<file path="config.mk">
export PLATFORM = sky130hd
export DESIGN_NAME = char_lcd_nibble_sequencer
export DESIGN_NICKNAME = d
export VERILOG_FILES = /design/src/design/lcdns_pkg.sv /design/src/design/char_lcd_nibble_sequencer.sv /design/src/design/lcdns_ctrl.sv /design/src/design/lcdns_dp.sv
export SDC_FILE = /design/constraint.sdc
export NUM_CORES = 1
export LEC_CHECK = 0
export BUFFER_PORTS_ARGS = -buffer_cell sky130_fd_sc_hd__buf_2
export CAP_MARGIN = 20
export CORE_MARGIN = 2
export CORE_UTILIZATION = 50
export CTS_BUF_LIST = sky130_fd_sc_hd__clkbuf_16
export CTS_CLUSTER_SIZE = 28
export DETAILED_ROUTE_END_ITERATION = 8
export GPL_TIMING_DRIVEN = 1
export PLACE_DENSITY = 0.76
export SYNTH_ARGS = -nofsm -noshare
export SYNTH_HDL_FRONTEND = slang
export SYNTH_HIERARCHICAL = 1
export SYNTH_SLANG_ARGS = --single-unit
</file>
<file path="constraint.sdc">
create_clock -name clock -period 3.45 [get_ports clock]
set_input_delay 0.345 -clock clock [delete_from_list [all_inputs] [get_ports clock]]
set_output_delay 0.345 -clock clock [all_outputs]
set_load 0.03 [all_outputs]
</file>
<file path="src/design/lcdns_pkg.sv">
// ----------------------------------------------------------------------------
// lcdns_pkg : shared types and constants of the character LCD nibble sequencer
// Request and response beat types, controller/datapath command and status,
// command codes, wait codes and the power-up init nibble table.
// ----------------------------------------------------------------------------
package lcdns_pkg;

   // request beat, fixed-width fields (the printed value travels beside it)
   typedef struct packed {
      logic [2:0] cmd;
      logic [7:0] data_byte;
      logic [1:0] line;
      logic [4:0] column;
   } req_type;

   // response beat: one nibble transfer
   typedef struct packed {
      logic        reg_select;
      logic [3:0]  nibble;
      logic [13:0] pre_wait_us;
      logic [13:0] post_wait_us;
      logic        last;
   } rsp_type;

   // command codes
   localparam logic [2:0] CMD_INIT   = 3'd0;
   localparam logic [2:0] CMD_CHAR   = 3'd1;
   localparam logic [2:0] CMD_INSTR  = 3'd2;
   localparam logic [2:0] CMD_CLEAR  = 3'd3;
   localparam logic [2:0] CMD_HOME   = 3'd4;
   localparam logic [2:0] CMD_LOCATE = 3'd5;
   localparam logic [2:0] CMD_PRINT  = 3'd6;

   // byte register load sources
   localparam logic [1:0] BS_DATA   = 2'd0;
   localparam logic [1:0] BS_LOCATE = 2'd1;
   localparam logic [1:0] BS_CONST  = 2'd2;

   // nibble sources
   localparam logic [1:0] NS_CONST   = 2'd0;
   localparam logic [1:0] NS_BYTE_HI = 2'd1;
   localparam logic [1:0] NS_BYTE_LO = 2'd2;
   localparam logic [1:0] NS_DIGIT   = 2'd3;

   // wait codes
   localparam logic       PRE_NONE      = 1'b0;
   localparam logic       PRE_POWERUP   = 1'b1;
   localparam logic [1:0] POST_NORMAL   = 2'd0;
   localparam logic [1:0] POST_INIT_GAP = 2'd1;
   localparam logic [1:0] POST_CLEAR    = 2'd2;

   localparam logic [13:0] WAIT_POWERUP  = 14'd15000;
   localparam logic [13:0] WAIT_INIT_GAP = 14'd10050;
   localparam logic [13:0] WAIT_NORMAL   = 14'd50;
   localparam logic [13:0] WAIT_CLEAR    = 14'd1700;

   // instruction bytes and character nibbles
   localparam logic [7:0] BYTE_CLEAR  = 8'h01;
   localparam logic [7:0] BYTE_HOME   = 8'h02;
   localparam logic [3:0] NIB_MINUS_HI = 4'h2;
   localparam logic [3:0] NIB_MINUS_LO = 4'hD;
   localparam logic [3:0] NIB_DIGIT_HI = 4'h3;
   localparam logic [3:0] INIT_LAST_STEP = 4'd11;

   // controller -> datapath
   typedef struct packed {
      logic       byte_load;
      logic [1:0] byte_src;
      logic [7:0] const_byte;
      logic       conv_load;
      logic       conv_step;
      logic       digit_shift;
      logic       emit;
      logic [1:0] nib_src;
      logic [3:0] nib_const;
      logic       rs;
      logic       pre_code;
      logic [1:0] post_code;
      logic       last;
   } dp_cmd_type;

   // datapath -> controller
   typedef struct packed {
      logic neg;
      logic locate_ok;
      logic conv_last;
      logic top_zero;
      logic count_one;
   } dp_status_type;

   // power-up sequence: 3, 3, 3, 2, then 0x28, 0x0E, 0x06, 0x01 as nibble pairs
   function automatic logic [3:0] init_nibble(input logic [3:0] step);
      logic [3:0] nib;
      begin
         case (step)
            4'd0, 4'd1, 4'd2: nib = 4'h3;
            4'd3, 4'd4:       nib = 4'h2;
            4'd5:             nib = 4'h8;
            4'd6, 4'd8, 4'd10: nib = 4'h0;
            4'd7:             nib = 4'hE;
            4'd9:             nib = 4'h6;
            4'd11:            nib = 4'h1;
            default:          nib = 4'h0;
         endcase
         return nib;
      end
   endfunction

endpackage

</file>
<file path="src/design/char_lcd_nibble_sequencer.sv">
// ----------------------------------------------------------------------------
// char_lcd_nibble_sequencer : 4-bit character LCD transfer sequencer
// Turns one LCD command into the run of nibble transfers the panel needs.
// ----------------------------------------------------------------------------
// Usage:
//  - Request: drive req_data (cmd, data_byte, line, column) and req_value,
//    pulse start. The beat is taken on a clock edge with start high and busy
//    low; busy then stays high until the last nibble of the run has been
//    issued. Unused fields are ignored.
//  - Response: each nibble transfer shows on rsp_data for exactly one cycle
//    with rsp_valid high; rsp_data.last marks the final beat of the run.
//    The receiver cannot hold beats off, so it must take every strobe.
//  - Each beat is registered in the response register. Throughput: one beat
//    per cycle within a run, but a print run issues none while it converts
//    and strips zeros; the next request can be taken at the edge that ends
//    the last beat. Init: 12 beats. Char, instruction, clear, home, locate:
//    2 beats. Print integer: the minus (2 beats), VALUE_BITS bit-serial BCD
//    steps, a strip step per dropped zero, 2 beats per digit (ten at 32 bits).
//  - Locate out of range and the unused command code emit no beat; busy
//    then never rises.
//  - Reset: synchronous, active high; returns to idle and drops any run in
//    flight. No state is kept between commands.
// ----------------------------------------------------------------------------
module char_lcd_nibble_sequencer #(
   parameter int VALUE_BITS = 32
) (
   input  logic                  clock,
   input  logic                  reset,
   // request channel
   input  logic                  start,
   output logic                  busy,
   input  lcdns_pkg::req_type    req_data,
   input  logic [VALUE_BITS-1:0] req_value,
   // response channel
   output logic                  rsp_valid,
   output lcdns_pkg::rsp_type    rsp_data
);

   lcdns_pkg::dp_cmd_type    dp_cmd;
   lcdns_pkg::dp_status_type dp_status;

   // controller: per-command sequencing
   lcdns_ctrl u_ctrl (
      .clock   (clock),
      .reset   (reset),
      .start   (start),
      .req_cmd (req_data.cmd),
      .status  (dp_status),
      .dp_cmd  (dp_cmd),
      .busy    (busy)
   );

   // datapath: byte/BCD registers and the response register
   lcdns_dp #(
      .VALUE_BITS (VALUE_BITS)
   ) u_dp (
      .clock     (clock),
      .reset     (reset),
      .dp_cmd    (dp_cmd),
      .req_data  (req_data),
      .req_value (req_value),
      .status    (dp_status),
      .rsp_valid (rsp_valid),
      .rsp_data  (rsp_data)
   );

   // a new run never starts right on the heels of a last beat
   a_gap_after_last: assert property (@(posedge clock) disable iff (reset)
      rsp_valid && rsp_data.last |=> !rsp_valid)
      else $error("beat directly follows last beat");

   // a beat that is not last belongs to a run still in progress
   a_busy_mid_run: assert property (@(posedge clock) disable iff (reset)
      rsp_valid && !rsp_data.last |-> busy)
      else $error("non-last beat while idle");

   // no beat in the cycle after an accepted request
   a_no_beat_after_accept: assert property (@(posedge clock) disable iff (reset)
      start && !busy |=> !rsp_valid)
      else $error("beat right after accept");

   // power-up wait only on the first init nibble
   a_powerup_wait: assert property (@(posedge clock) disable iff (reset)
      rsp_valid && (rsp_data.pre_wait_us != 14'd0) |->
         (rsp_data.nibble == 4'h3) && !rsp_data.reg_select && !rsp_data.last)
      else $error("power-up wait on wrong beat");

endmodule

</file>
<file path="src/design/lcdns_ctrl.sv">
// ----------------------------------------------------------------------------
// lcdns_ctrl : sequencing state machine
// Walks each command through its nibble run and steers the datapath.
// ----------------------------------------------------------------------------
module lcdns_ctrl (
   input  logic                     clock,
   input  logic                     reset,
   input  logic                     start,
   input  logic [2:0]               req_cmd,
   input  lcdns_pkg::dp_status_type status,
   output lcdns_pkg::dp_cmd_type    dp_cmd,
   output logic                     busy
);

   localparam logic [3:0] ST_IDLE     = 4'd0;
   localparam logic [3:0] ST_INIT     = 4'd1;
   localparam logic [3:0] ST_BYTE_HI  = 4'd2;
   localparam logic [3:0] ST_BYTE_LO  = 4'd3;
   localparam logic [3:0] ST_MINUS_HI = 4'd4;
   localparam logic [3:0] ST_MINUS_LO = 4'd5;
   localparam logic [3:0] ST_CONV     = 4'd6;
   localparam logic [3:0] ST_STRIP    = 4'd7;
   localparam logic [3:0] ST_DIG_HI   = 4'd8;
   localparam logic [3:0] ST_DIG_LO   = 4'd9;

   logic [3:0] state_ff, state_in;
   logic [3:0] step_ff, step_in;
   logic       rs_ff, rs_in;
   logic [1:0] post_ff, post_in;

   always_ff @(posedge clock) begin
      if (reset) begin
         state_ff <= ST_IDLE;
         step_ff  <= '0;
         rs_ff    <= 1'b0;
         post_ff  <= lcdns_pkg::POST_NORMAL;
      end else begin
         state_ff <= state_in;
         step_ff  <= step_in;
         rs_ff    <= rs_in;
         post_ff  <= post_in;
      end
   end

   assign busy = (state_ff != ST_IDLE);

   always_comb begin
      state_in = state_ff;
      step_in  = step_ff;
      rs_in    = rs_ff;
      post_in  = post_ff;
      dp_cmd   = '0;
      dp_cmd.pre_code  = lcdns_pkg::PRE_NONE;
      dp_cmd.post_code = lcdns_pkg::POST_NORMAL;
      unique case (state_ff)
         ST_IDLE: begin
            if (start) begin
               rs_in   = 1'b0;
               post_in = lcdns_pkg::POST_NORMAL;
               case (req_cmd)
                  lcdns_pkg::CMD_INIT: begin
                     step_in  = '0;
                     state_in = ST_INIT;
                  end
                  lcdns_pkg::CMD_CHAR, lcdns_pkg::CMD_INSTR: begin
                     dp_cmd.byte_load = 1'b1;
                     dp_cmd.byte_src  = lcdns_pkg::BS_DATA;
                     rs_in    = (req_cmd == lcdns_pkg::CMD_CHAR);
                     state_in = ST_BYTE_HI;
                  end
                  lcdns_pkg::CMD_CLEAR, lcdns_pkg::CMD_HOME: begin
                     dp_cmd.byte_load  = 1'b1;
                     dp_cmd.byte_src   = lcdns_pkg::BS_CONST;
                     dp_cmd.const_byte = (req_cmd == lcdns_pkg::CMD_CLEAR) ?
                                         lcdns_pkg::BYTE_CLEAR : lcdns_pkg::BYTE_HOME;
                     post_in  = lcdns_pkg::POST_CLEAR;
                     state_in = ST_BYTE_HI;
                  end
                  lcdns_pkg::CMD_LOCATE: begin
                     // out-of-range position: no transfer at all
                     if (status.locate_ok) begin
                        dp_cmd.byte_load = 1'b1;
                        dp_cmd.byte_src  = lcdns_pkg::BS_LOCATE;
                        state_in = ST_BYTE_HI;
                     end
                  end
                  lcdns_pkg::CMD_PRINT: begin
                     dp_cmd.conv_load = 1'b1;
                     state_in = status.neg ? ST_MINUS_HI : ST_CONV;
                  end
                  default: begin
                  end
               endcase
            end
         end
         ST_INIT: begin
            dp_cmd.emit      = 1'b1;
            dp_cmd.nib_src   = lcdns_pkg::NS_CONST;
            dp_cmd.nib_const = lcdns_pkg::init_nibble(step_ff);
            dp_cmd.pre_code  = (step_ff == 4'd0) ? lcdns_pkg::PRE_POWERUP
                                                 : lcdns_pkg::PRE_NONE;
            if (step_ff == 4'd0 || step_ff == 4'd1) begin
               dp_cmd.post_code = lcdns_pkg::POST_INIT_GAP;
            end else if (step_ff == lcdns_pkg::INIT_LAST_STEP) begin
               dp_cmd.post_code = lcdns_pkg::POST_CLEAR;
            end
            dp_cmd.last = (step_ff == lcdns_pkg::INIT_LAST_STEP);
            step_in     = step_ff + 4'd1;
            if (step_ff == lcdns_pkg::INIT_LAST_STEP) begin
               state_in = ST_IDLE;
            end
         end
         ST_BYTE_HI: begin
            dp_cmd.emit    = 1'b1;
            dp_cmd.nib_src = lcdns_pkg::NS_BYTE_HI;
            dp_cmd.rs      = rs_ff;
            state_in       = ST_BYTE_LO;
         end
         ST_BYTE_LO: begin
            dp_cmd.emit      = 1'b1;
            dp_cmd.nib_src   = lcdns_pkg::NS_BYTE_LO;
            dp_cmd.rs        = rs_ff;
            dp_cmd.post_code = post_ff;
            dp_cmd.last      = 1'b1;
            state_in         = ST_IDLE;
         end
         ST_MINUS_HI: begin
            dp_cmd.emit      = 1'b1;
            dp_cmd.nib_src   = lcdns_pkg::NS_CONST;
            dp_cmd.nib_const = lcdns_pkg::NIB_MINUS_HI;
            dp_cmd.rs        = 1'b1;
            state_in         = ST_MINUS_LO;
         end
         ST_MINUS_LO: begin
            dp_cmd.emit      = 1'b1;
            dp_cmd.nib_src   = lcdns_pkg::NS_CONST;
            dp_cmd.nib_const = lcdns_pkg::NIB_MINUS_LO;
            dp_cmd.rs        = 1'b1;
            state_in         = ST_CONV;
         end
         ST_CONV: begin
            dp_cmd.conv_step = 1'b1;
            if (status.conv_last) begin
               state_in = ST_STRIP;
            end
         end
         ST_STRIP: begin
            // drop leading zeros, keep at least one digit
            if (status.top_zero && !status.count_one) begin
               dp_cmd.digit_shift = 1'b1;
            end else begin
               state_in = ST_DIG_HI;
            end
         end
         ST_DIG_HI: begin
            dp_cmd.emit      = 1'b1;
            dp_cmd.nib_src   = lcdns_pkg::NS_CONST;
            dp_cmd.nib_const = lcdns_pkg::NIB_DIGIT_HI;
            dp_cmd.rs        = 1'b1;
            state_in         = ST_DIG_LO;
         end
         ST_DIG_LO: begin
            dp_cmd.emit        = 1'b1;
            dp_cmd.nib_src     = lcdns_pkg::NS_DIGIT;
            dp_cmd.rs          = 1'b1;
            dp_cmd.last        = status.count_one;
            dp_cmd.digit_shift = 1'b1;
            state_in           = status.count_one ? ST_IDLE : ST_DIG_HI;
         end
         default: begin
            state_in = ST_IDLE;
         end
      endcase
   end

endmodule

</file>
<file path="src/design/lcdns_dp.sv">
// ----------------------------------------------------------------------------
// lcdns_dp : nibble datapath
// Byte register, binary-to-BCD converter (one bit per cycle) and the
// registered response beat.
// ----------------------------------------------------------------------------
module lcdns_dp #(
   parameter int VALUE_BITS = 32
) (
   input  logic                     clock,
   input  logic                     reset,
   input  lcdns_pkg::dp_cmd_type    dp_cmd,
   input  lcdns_pkg::req_type       req_data,
   input  logic [VALUE_BITS-1:0]    req_value,
   output lcdns_pkg::dp_status_type status,
   output logic                     rsp_valid,
   output lcdns_pkg::rsp_type       rsp_data
);

   // decimal digits for a magnitude of up to 2^(VALUE_BITS-1)
   localparam int NUM_DIGITS = (VALUE_BITS * 302) / 1000 + 1;
   localparam int BCD_BITS   = NUM_DIGITS * 4;
   localparam int CNT_BITS   = $clog2(NUM_DIGITS + 1);
   localparam int BIT_BITS   = $clog2(VALUE_BITS);

   logic [7:0]            byte_ff, byte_in;
   logic [VALUE_BITS-1:0] mag_ff, mag_in;
   logic [BCD_BITS-1:0]   bcd_ff, bcd_in;
   logic [BCD_BITS-1:0]   bcd_adj;
   logic [CNT_BITS-1:0]   dig_cnt_ff, dig_cnt_in;
   logic [BIT_BITS-1:0]   bit_cnt_ff, bit_cnt_in;
   logic                  valid_ff;
   lcdns_pkg::rsp_type    rsp_ff, rsp_in;

   logic [VALUE_BITS-1:0] mag_load;
   logic [7:0]            locate_byte;
   logic                  line_ok, column_ok;

   assign line_ok   = (req_data.line == 2'd1) || (req_data.line == 2'd2);
   assign column_ok = (req_data.column >= 5'd1) && (req_data.column <= 5'd16);
   // 0x80 + 0x40*(line-1) + (column-1)
   assign locate_byte = {1'b1, (req_data.line == 2'd2), 2'b00,
                         4'(req_data.column - 5'd1)};

   assign mag_load = req_value[VALUE_BITS-1] ?
                     (~req_value + {{(VALUE_BITS-1){1'b0}}, 1'b1}) : req_value;

   // add-3 on every digit of 5 or more before the shift
   always_comb begin
      for (int i = 0; i < NUM_DIGITS; i++) begin
         bcd_adj[i*4 +: 4] = (bcd_ff[i*4 +: 4] >= 4'd5) ?
                             (bcd_ff[i*4 +: 4] + 4'd3) : bcd_ff[i*4 +: 4];
      end
   end

   always_comb begin
      byte_in    = byte_ff;
      mag_in     = mag_ff;
      bcd_in     = bcd_ff;
      dig_cnt_in = dig_cnt_ff;
      bit_cnt_in = bit_cnt_ff;
      if (dp_cmd.byte_load) begin
         case (dp_cmd.byte_src)
            lcdns_pkg::BS_DATA:   byte_in = req_data.data_byte;
            lcdns_pkg::BS_LOCATE: byte_in = locate_byte;
            default:              byte_in = dp_cmd.const_byte;
         endcase
      end
      if (dp_cmd.conv_load) begin
         mag_in     = mag_load;
         bcd_in     = '0;
         dig_cnt_in = CNT_BITS'(NUM_DIGITS);
         bit_cnt_in = BIT_BITS'(VALUE_BITS - 1);
      end else if (dp_cmd.conv_step) begin
         bcd_in     = {bcd_adj[BCD_BITS-2:0], mag_ff[VALUE_BITS-1]};
         mag_in     = {mag_ff[VALUE_BITS-2:0], 1'b0};
         bit_cnt_in = bit_cnt_ff - BIT_BITS'(1);
      end else if (dp_cmd.digit_shift) begin
         bcd_in     = {bcd_ff[BCD_BITS-5:0], 4'b0000};
         dig_cnt_in = dig_cnt_ff - CNT_BITS'(1);
      end
   end

   always_comb begin
      rsp_in            = rsp_ff;
      rsp_in.reg_select = dp_cmd.rs;
      rsp_in.last       = dp_cmd.last;
      case (dp_cmd.nib_src)
         lcdns_pkg::NS_BYTE_HI: rsp_in.nibble = byte_ff[7:4];
         lcdns_pkg::NS_BYTE_LO: rsp_in.nibble = byte_ff[3:0];
         lcdns_pkg::NS_DIGIT:   rsp_in.nibble = bcd_ff[BCD_BITS-1 -: 4];
         default:               rsp_in.nibble = dp_cmd.nib_const;
      endcase
      rsp_in.pre_wait_us = (dp_cmd.pre_code == lcdns_pkg::PRE_POWERUP) ?
                           lcdns_pkg::WAIT_POWERUP : 14'd0;
      case (dp_cmd.post_code)
         lcdns_pkg::POST_INIT_GAP: rsp_in.post_wait_us = lcdns_pkg::WAIT_INIT_GAP;
         lcdns_pkg::POST_CLEAR:    rsp_in.post_wait_us = lcdns_pkg::WAIT_CLEAR;
         default:                  rsp_in.post_wait_us = lcdns_pkg::WAIT_NORMAL;
      endcase
   end

   always_ff @(posedge clock) begin
      if (reset) begin
         valid_ff <= 1'b0;
      end else begin
         valid_ff <= dp_cmd.emit;
      end
   end

   always_ff @(posedge clock) begin
      byte_ff    <= byte_in;
      mag_ff     <= mag_in;
      bcd_ff     <= bcd_in;
      dig_cnt_ff <= dig_cnt_in;
      bit_cnt_ff <= bit_cnt_in;
      if (dp_cmd.emit) begin
         rsp_ff <= rsp_in;
      end
   end

   assign status.neg       = req_value[VALUE_BITS-1];
   assign status.locate_ok = line_ok && column_ok;
   assign status.conv_last = (bit_cnt_ff == '0);
   assign status.top_zero  = (bcd_ff[BCD_BITS-1 -: 4] == 4'd0);
   assign status.count_one = (dig_cnt_ff == CNT_BITS'(1));

   assign rsp_valid = valid_ff;
   assign rsp_data  = rsp_ff;

endmodule

</file>
==> impl_metrics.env <==
export IMPL_endpoint_kind="register"
export IMPL_busiest_layer="met2"
export IMPL_grt_overflow_total=0
export IMPL_critPathLaunchType="register"
export IMPL_hpwl_mm=10.2
export IMPL_grt_pass1_wl_mm=25.8
export IMPL_num_rows=44
export IMPL_die_x_um=126
export IMPL_status="finished clean"
export IMPL_required_ns=3.70
export IMPL_drive_gt1_frac=0.156
export IMPL_gr_usage_all_layers=0.194
export IMPL_fin_cells=1090
export IMPL_clock_latency_ns=0.41
export IMPL_cap_violations=0
export IMPL_synth_most_common_cell="nor2_1"
export IMPL_cp_arrival_ns=3.06
export IMPL_diodes=0
export IMPL_place_congestion=0.854
export IMPL_clk_pin_slew_ns=0.06
export IMPL_ys_warn_count=6
export IMPL_synth_top_cell_area_share=0.212
export IMPL_drc=0
export IMPL_cts_sinks=117
export IMPL_drv_slew=0
export IMPL_yosys_area_top_type="edfxtp_1"
export IMPL_drt_wl_total_mm=15.4
export IMPL_grt_pass1_vias=5499
export IMPL_viasPerCell=5.51
export IMPL_peakVddDrop_uv=369
export IMPL_crit_top_cell="a211oi_1"
export IMPL_grt_max_degree=113
export IMPL_initial_core_util=0.514
export IMPL_synth_seq_cells=117
export IMPL_maxSlewHeadroom=0.476
export IMPL_grt_use_met1=0.259
export IMPL_postSynthAreaPerCell_um2=8.81
export IMPL_hold_buffers=0
export IMPL_antenna_left=0
export IMPL_tritoncts="built"
export IMPL_met3_usage=0.0380
export IMPL_path_class="reg -> reg"
export IMPL_postCtsResizedCells=0
export IMPL_dp_cells=1058
export IMPL_tightestPinTransition_ns=0.785
export IMPL_die_h_um=126
export IMPL_num_vias=6002
export IMPL_min_period_ns=2.81
export IMPL_cp_slowest_cell="dfxtp_1"
export IMPL_cts_buffers=17
export IMPL_grtUsageMet2=0.319
export IMPL_synth_common_cells="nor2_1 (109), a21oi_1 (74), dfxtp_1 (64)"
export IMPL_post_cts_setup_buffers=0
export IMPL_synthCells=851
export IMPL_hold_violations=0
export IMPL_routedWlPerCell_um=14.1
export IMPL_fmax_mhz=356
export IMPL_antenna_found_initial=0
export IMPL_ys_types=66
export IMPL_cp_max_fo=31
export IMPL_fin_skew_ns=0.00999
export IMPL_fin_tns_setup_ns=0
export IMPL_synthTopCellsByArea="edfxtp_1 (21%), dfxtp_1 (17%), a211oi_1 (6.2%), ha_1 (6.2%), nor2_1 (5.5%)"
export IMPL_num_io_pins=89
export IMPL_slowest_delay_ns=0.80
export IMPL_leakage_nw=3.24
export IMPL_cts_max_level=4
export IMPL_portBuffers=77
export IMPL_layout_nets=983
export IMPL_coreArea_mm2=0.0146
export IMPL_synth_flop_cell="dfxtp_1"
export IMPL_grt_setup_unrepaired="no"
export IMPL_dr_pass1_iters=7
export IMPL_setup_viol=0
export IMPL_drt_iter0_markers=437
export IMPL_ys_seq_area_frac=0.383
export IMPL_pwr_density_cell_mw_per_mm2=710
export IMPL_period_share=0.815
export IMPL_synth_edf_count=53
export IMPL_final_util=0.577
export IMPL_hold_path_class="in -> reg"
export IMPL_crit_chain="nand4b_1 -> nor3b_1 -> o21bai_4 -> buf_4 -> nor2_1 -> a211oi_1 -> a211oi_1"
export IMPL_die_area_mm2=0.0160
export IMPL_clockRootBuffer="clkbuf_16"
export IMPL_synth_area_mm2=0.00749
export IMPL_clock_path_buffers=2
export IMPL_synthArstFlopShare=0
export IMPL_syn_to_final_growth_pct=12.3
## power breakdown
part / internal, mW / switching (mW)
Clock: 1.01 / 0.603
Combinational: 0.868 / 1.30
Sequential: 1.85 / 0.348
## per-layer routing
layer,routed length (um),vias up
met5,0,-
met1,7190,2753
met3,746,11
met4,149,0
met2,7280,152
li1,-,3086
## layout make-up
type	instances	area, um2
fillers	1293	6170
multi-input cells	620	4110
flip-flops and latches	117	2870
repair buffers	87	473
clock buffers	18	450
well taps	184	230
inverters	50	188
clock inverters	14	93.8
## through the flow
step	setup WS, ns	cell area [um2]	total power, mW	hold WS, ns
finish	0.638	8410	5.98	0.244
global route	0.426	8410	6.38	0.243
CTS	0.658	8410	6.02	0.231
detailed placement	0.667	7870	4.36	0.454
global placement	0.814	7870	4.30	0.445
floorplan	0.552	7550	3.91	0.417
## sequential cells by signal, indices dropped and copies added (netlist names), named ones only
name	flops
u_dp/bcd_ff	40
u_dp/mag_ff	32
u_dp/rsp_data	13
u_dp/byte_ff	8
u_dp/bit_cnt_ff	5
u_ctrl/state_ff	4
u_ctrl/step_ff	4
u_dp/dig_cnt_ff	4
u_ctrl/post_ff	1
u_ctrl/rs_ff	1
u_dp/rsp_valid	1
## worst paths after layout
path	start	end	slack, ns	depth (start not counted)
worst max-delay path	u_ctrl/state_ff[2]$_SDFFE_PP0P_	u_dp/bcd_ff[36]$_SDFFE_PP0P_	0.64	7
worst min-delay path	req_data[11]	u_dp/byte_ff[4]$_DFFE_PP_	0.24	2
worst max register to register	u_ctrl/state_ff[2]$_SDFFE_PP0P_	u_dp/bcd_ff[36]$_SDFFE_PP0P_	0.64	7
worst min register to register	u_ctrl/rs_ff$_SDFFE_PP0P_	u_ctrl/rs_ff$_SDFFE_PP0P_	0.46	2
## kinds of logic (layout without fill, tap and decap cells)
kind of cell             count (synthesis)  in the layout  share of synthesized area
other                                    2             17                    0.00100
flip-flops                             117            117                      0.383
AO/OA/AOI/OAI                          228            228                      0.206
adder cells (fa/ha/maj)                 37             37                     0.0618
buffers and inverters                  129            169                     0.0805
XOR/XNOR                                50             50                     0.0584
AND/OR/NAND/NOR                        278            278                      0.189
multiplexers                            10             10                     0.0202
## worst max-delay path, delay by kind of cell, from the launching register on
kind	cells	cell delay (ns)
flip-flops	1	0.80
AND/OR/NAND/NOR	3	0.70
buffers and inverters	1	0.35
AO/OA/AOI/OAI	3	0.79
## cells in the final DEF, fill, tap and decap left out, types with 11 or more instances in the layout
cell       synthesis  layout
inv_1             50      53
xnor2_1           19      19
clkbuf_16          0      18
nand2_1           50      50
nor2_1           109     109
edfxtp_1          53      53
a211oi_1          62      62
nor2b_1           22      22
conb_1             2      17
a21oi_1           74      74
nor3b_1           13      13
o21ai_0           30      30
xor2_1            31      31
buf_2              2      77
nor3_1            12      11
nand2b_1          24      24
dfxtp_1           64      64
ha_1              37      37
(Power assumes the default switching activity.)
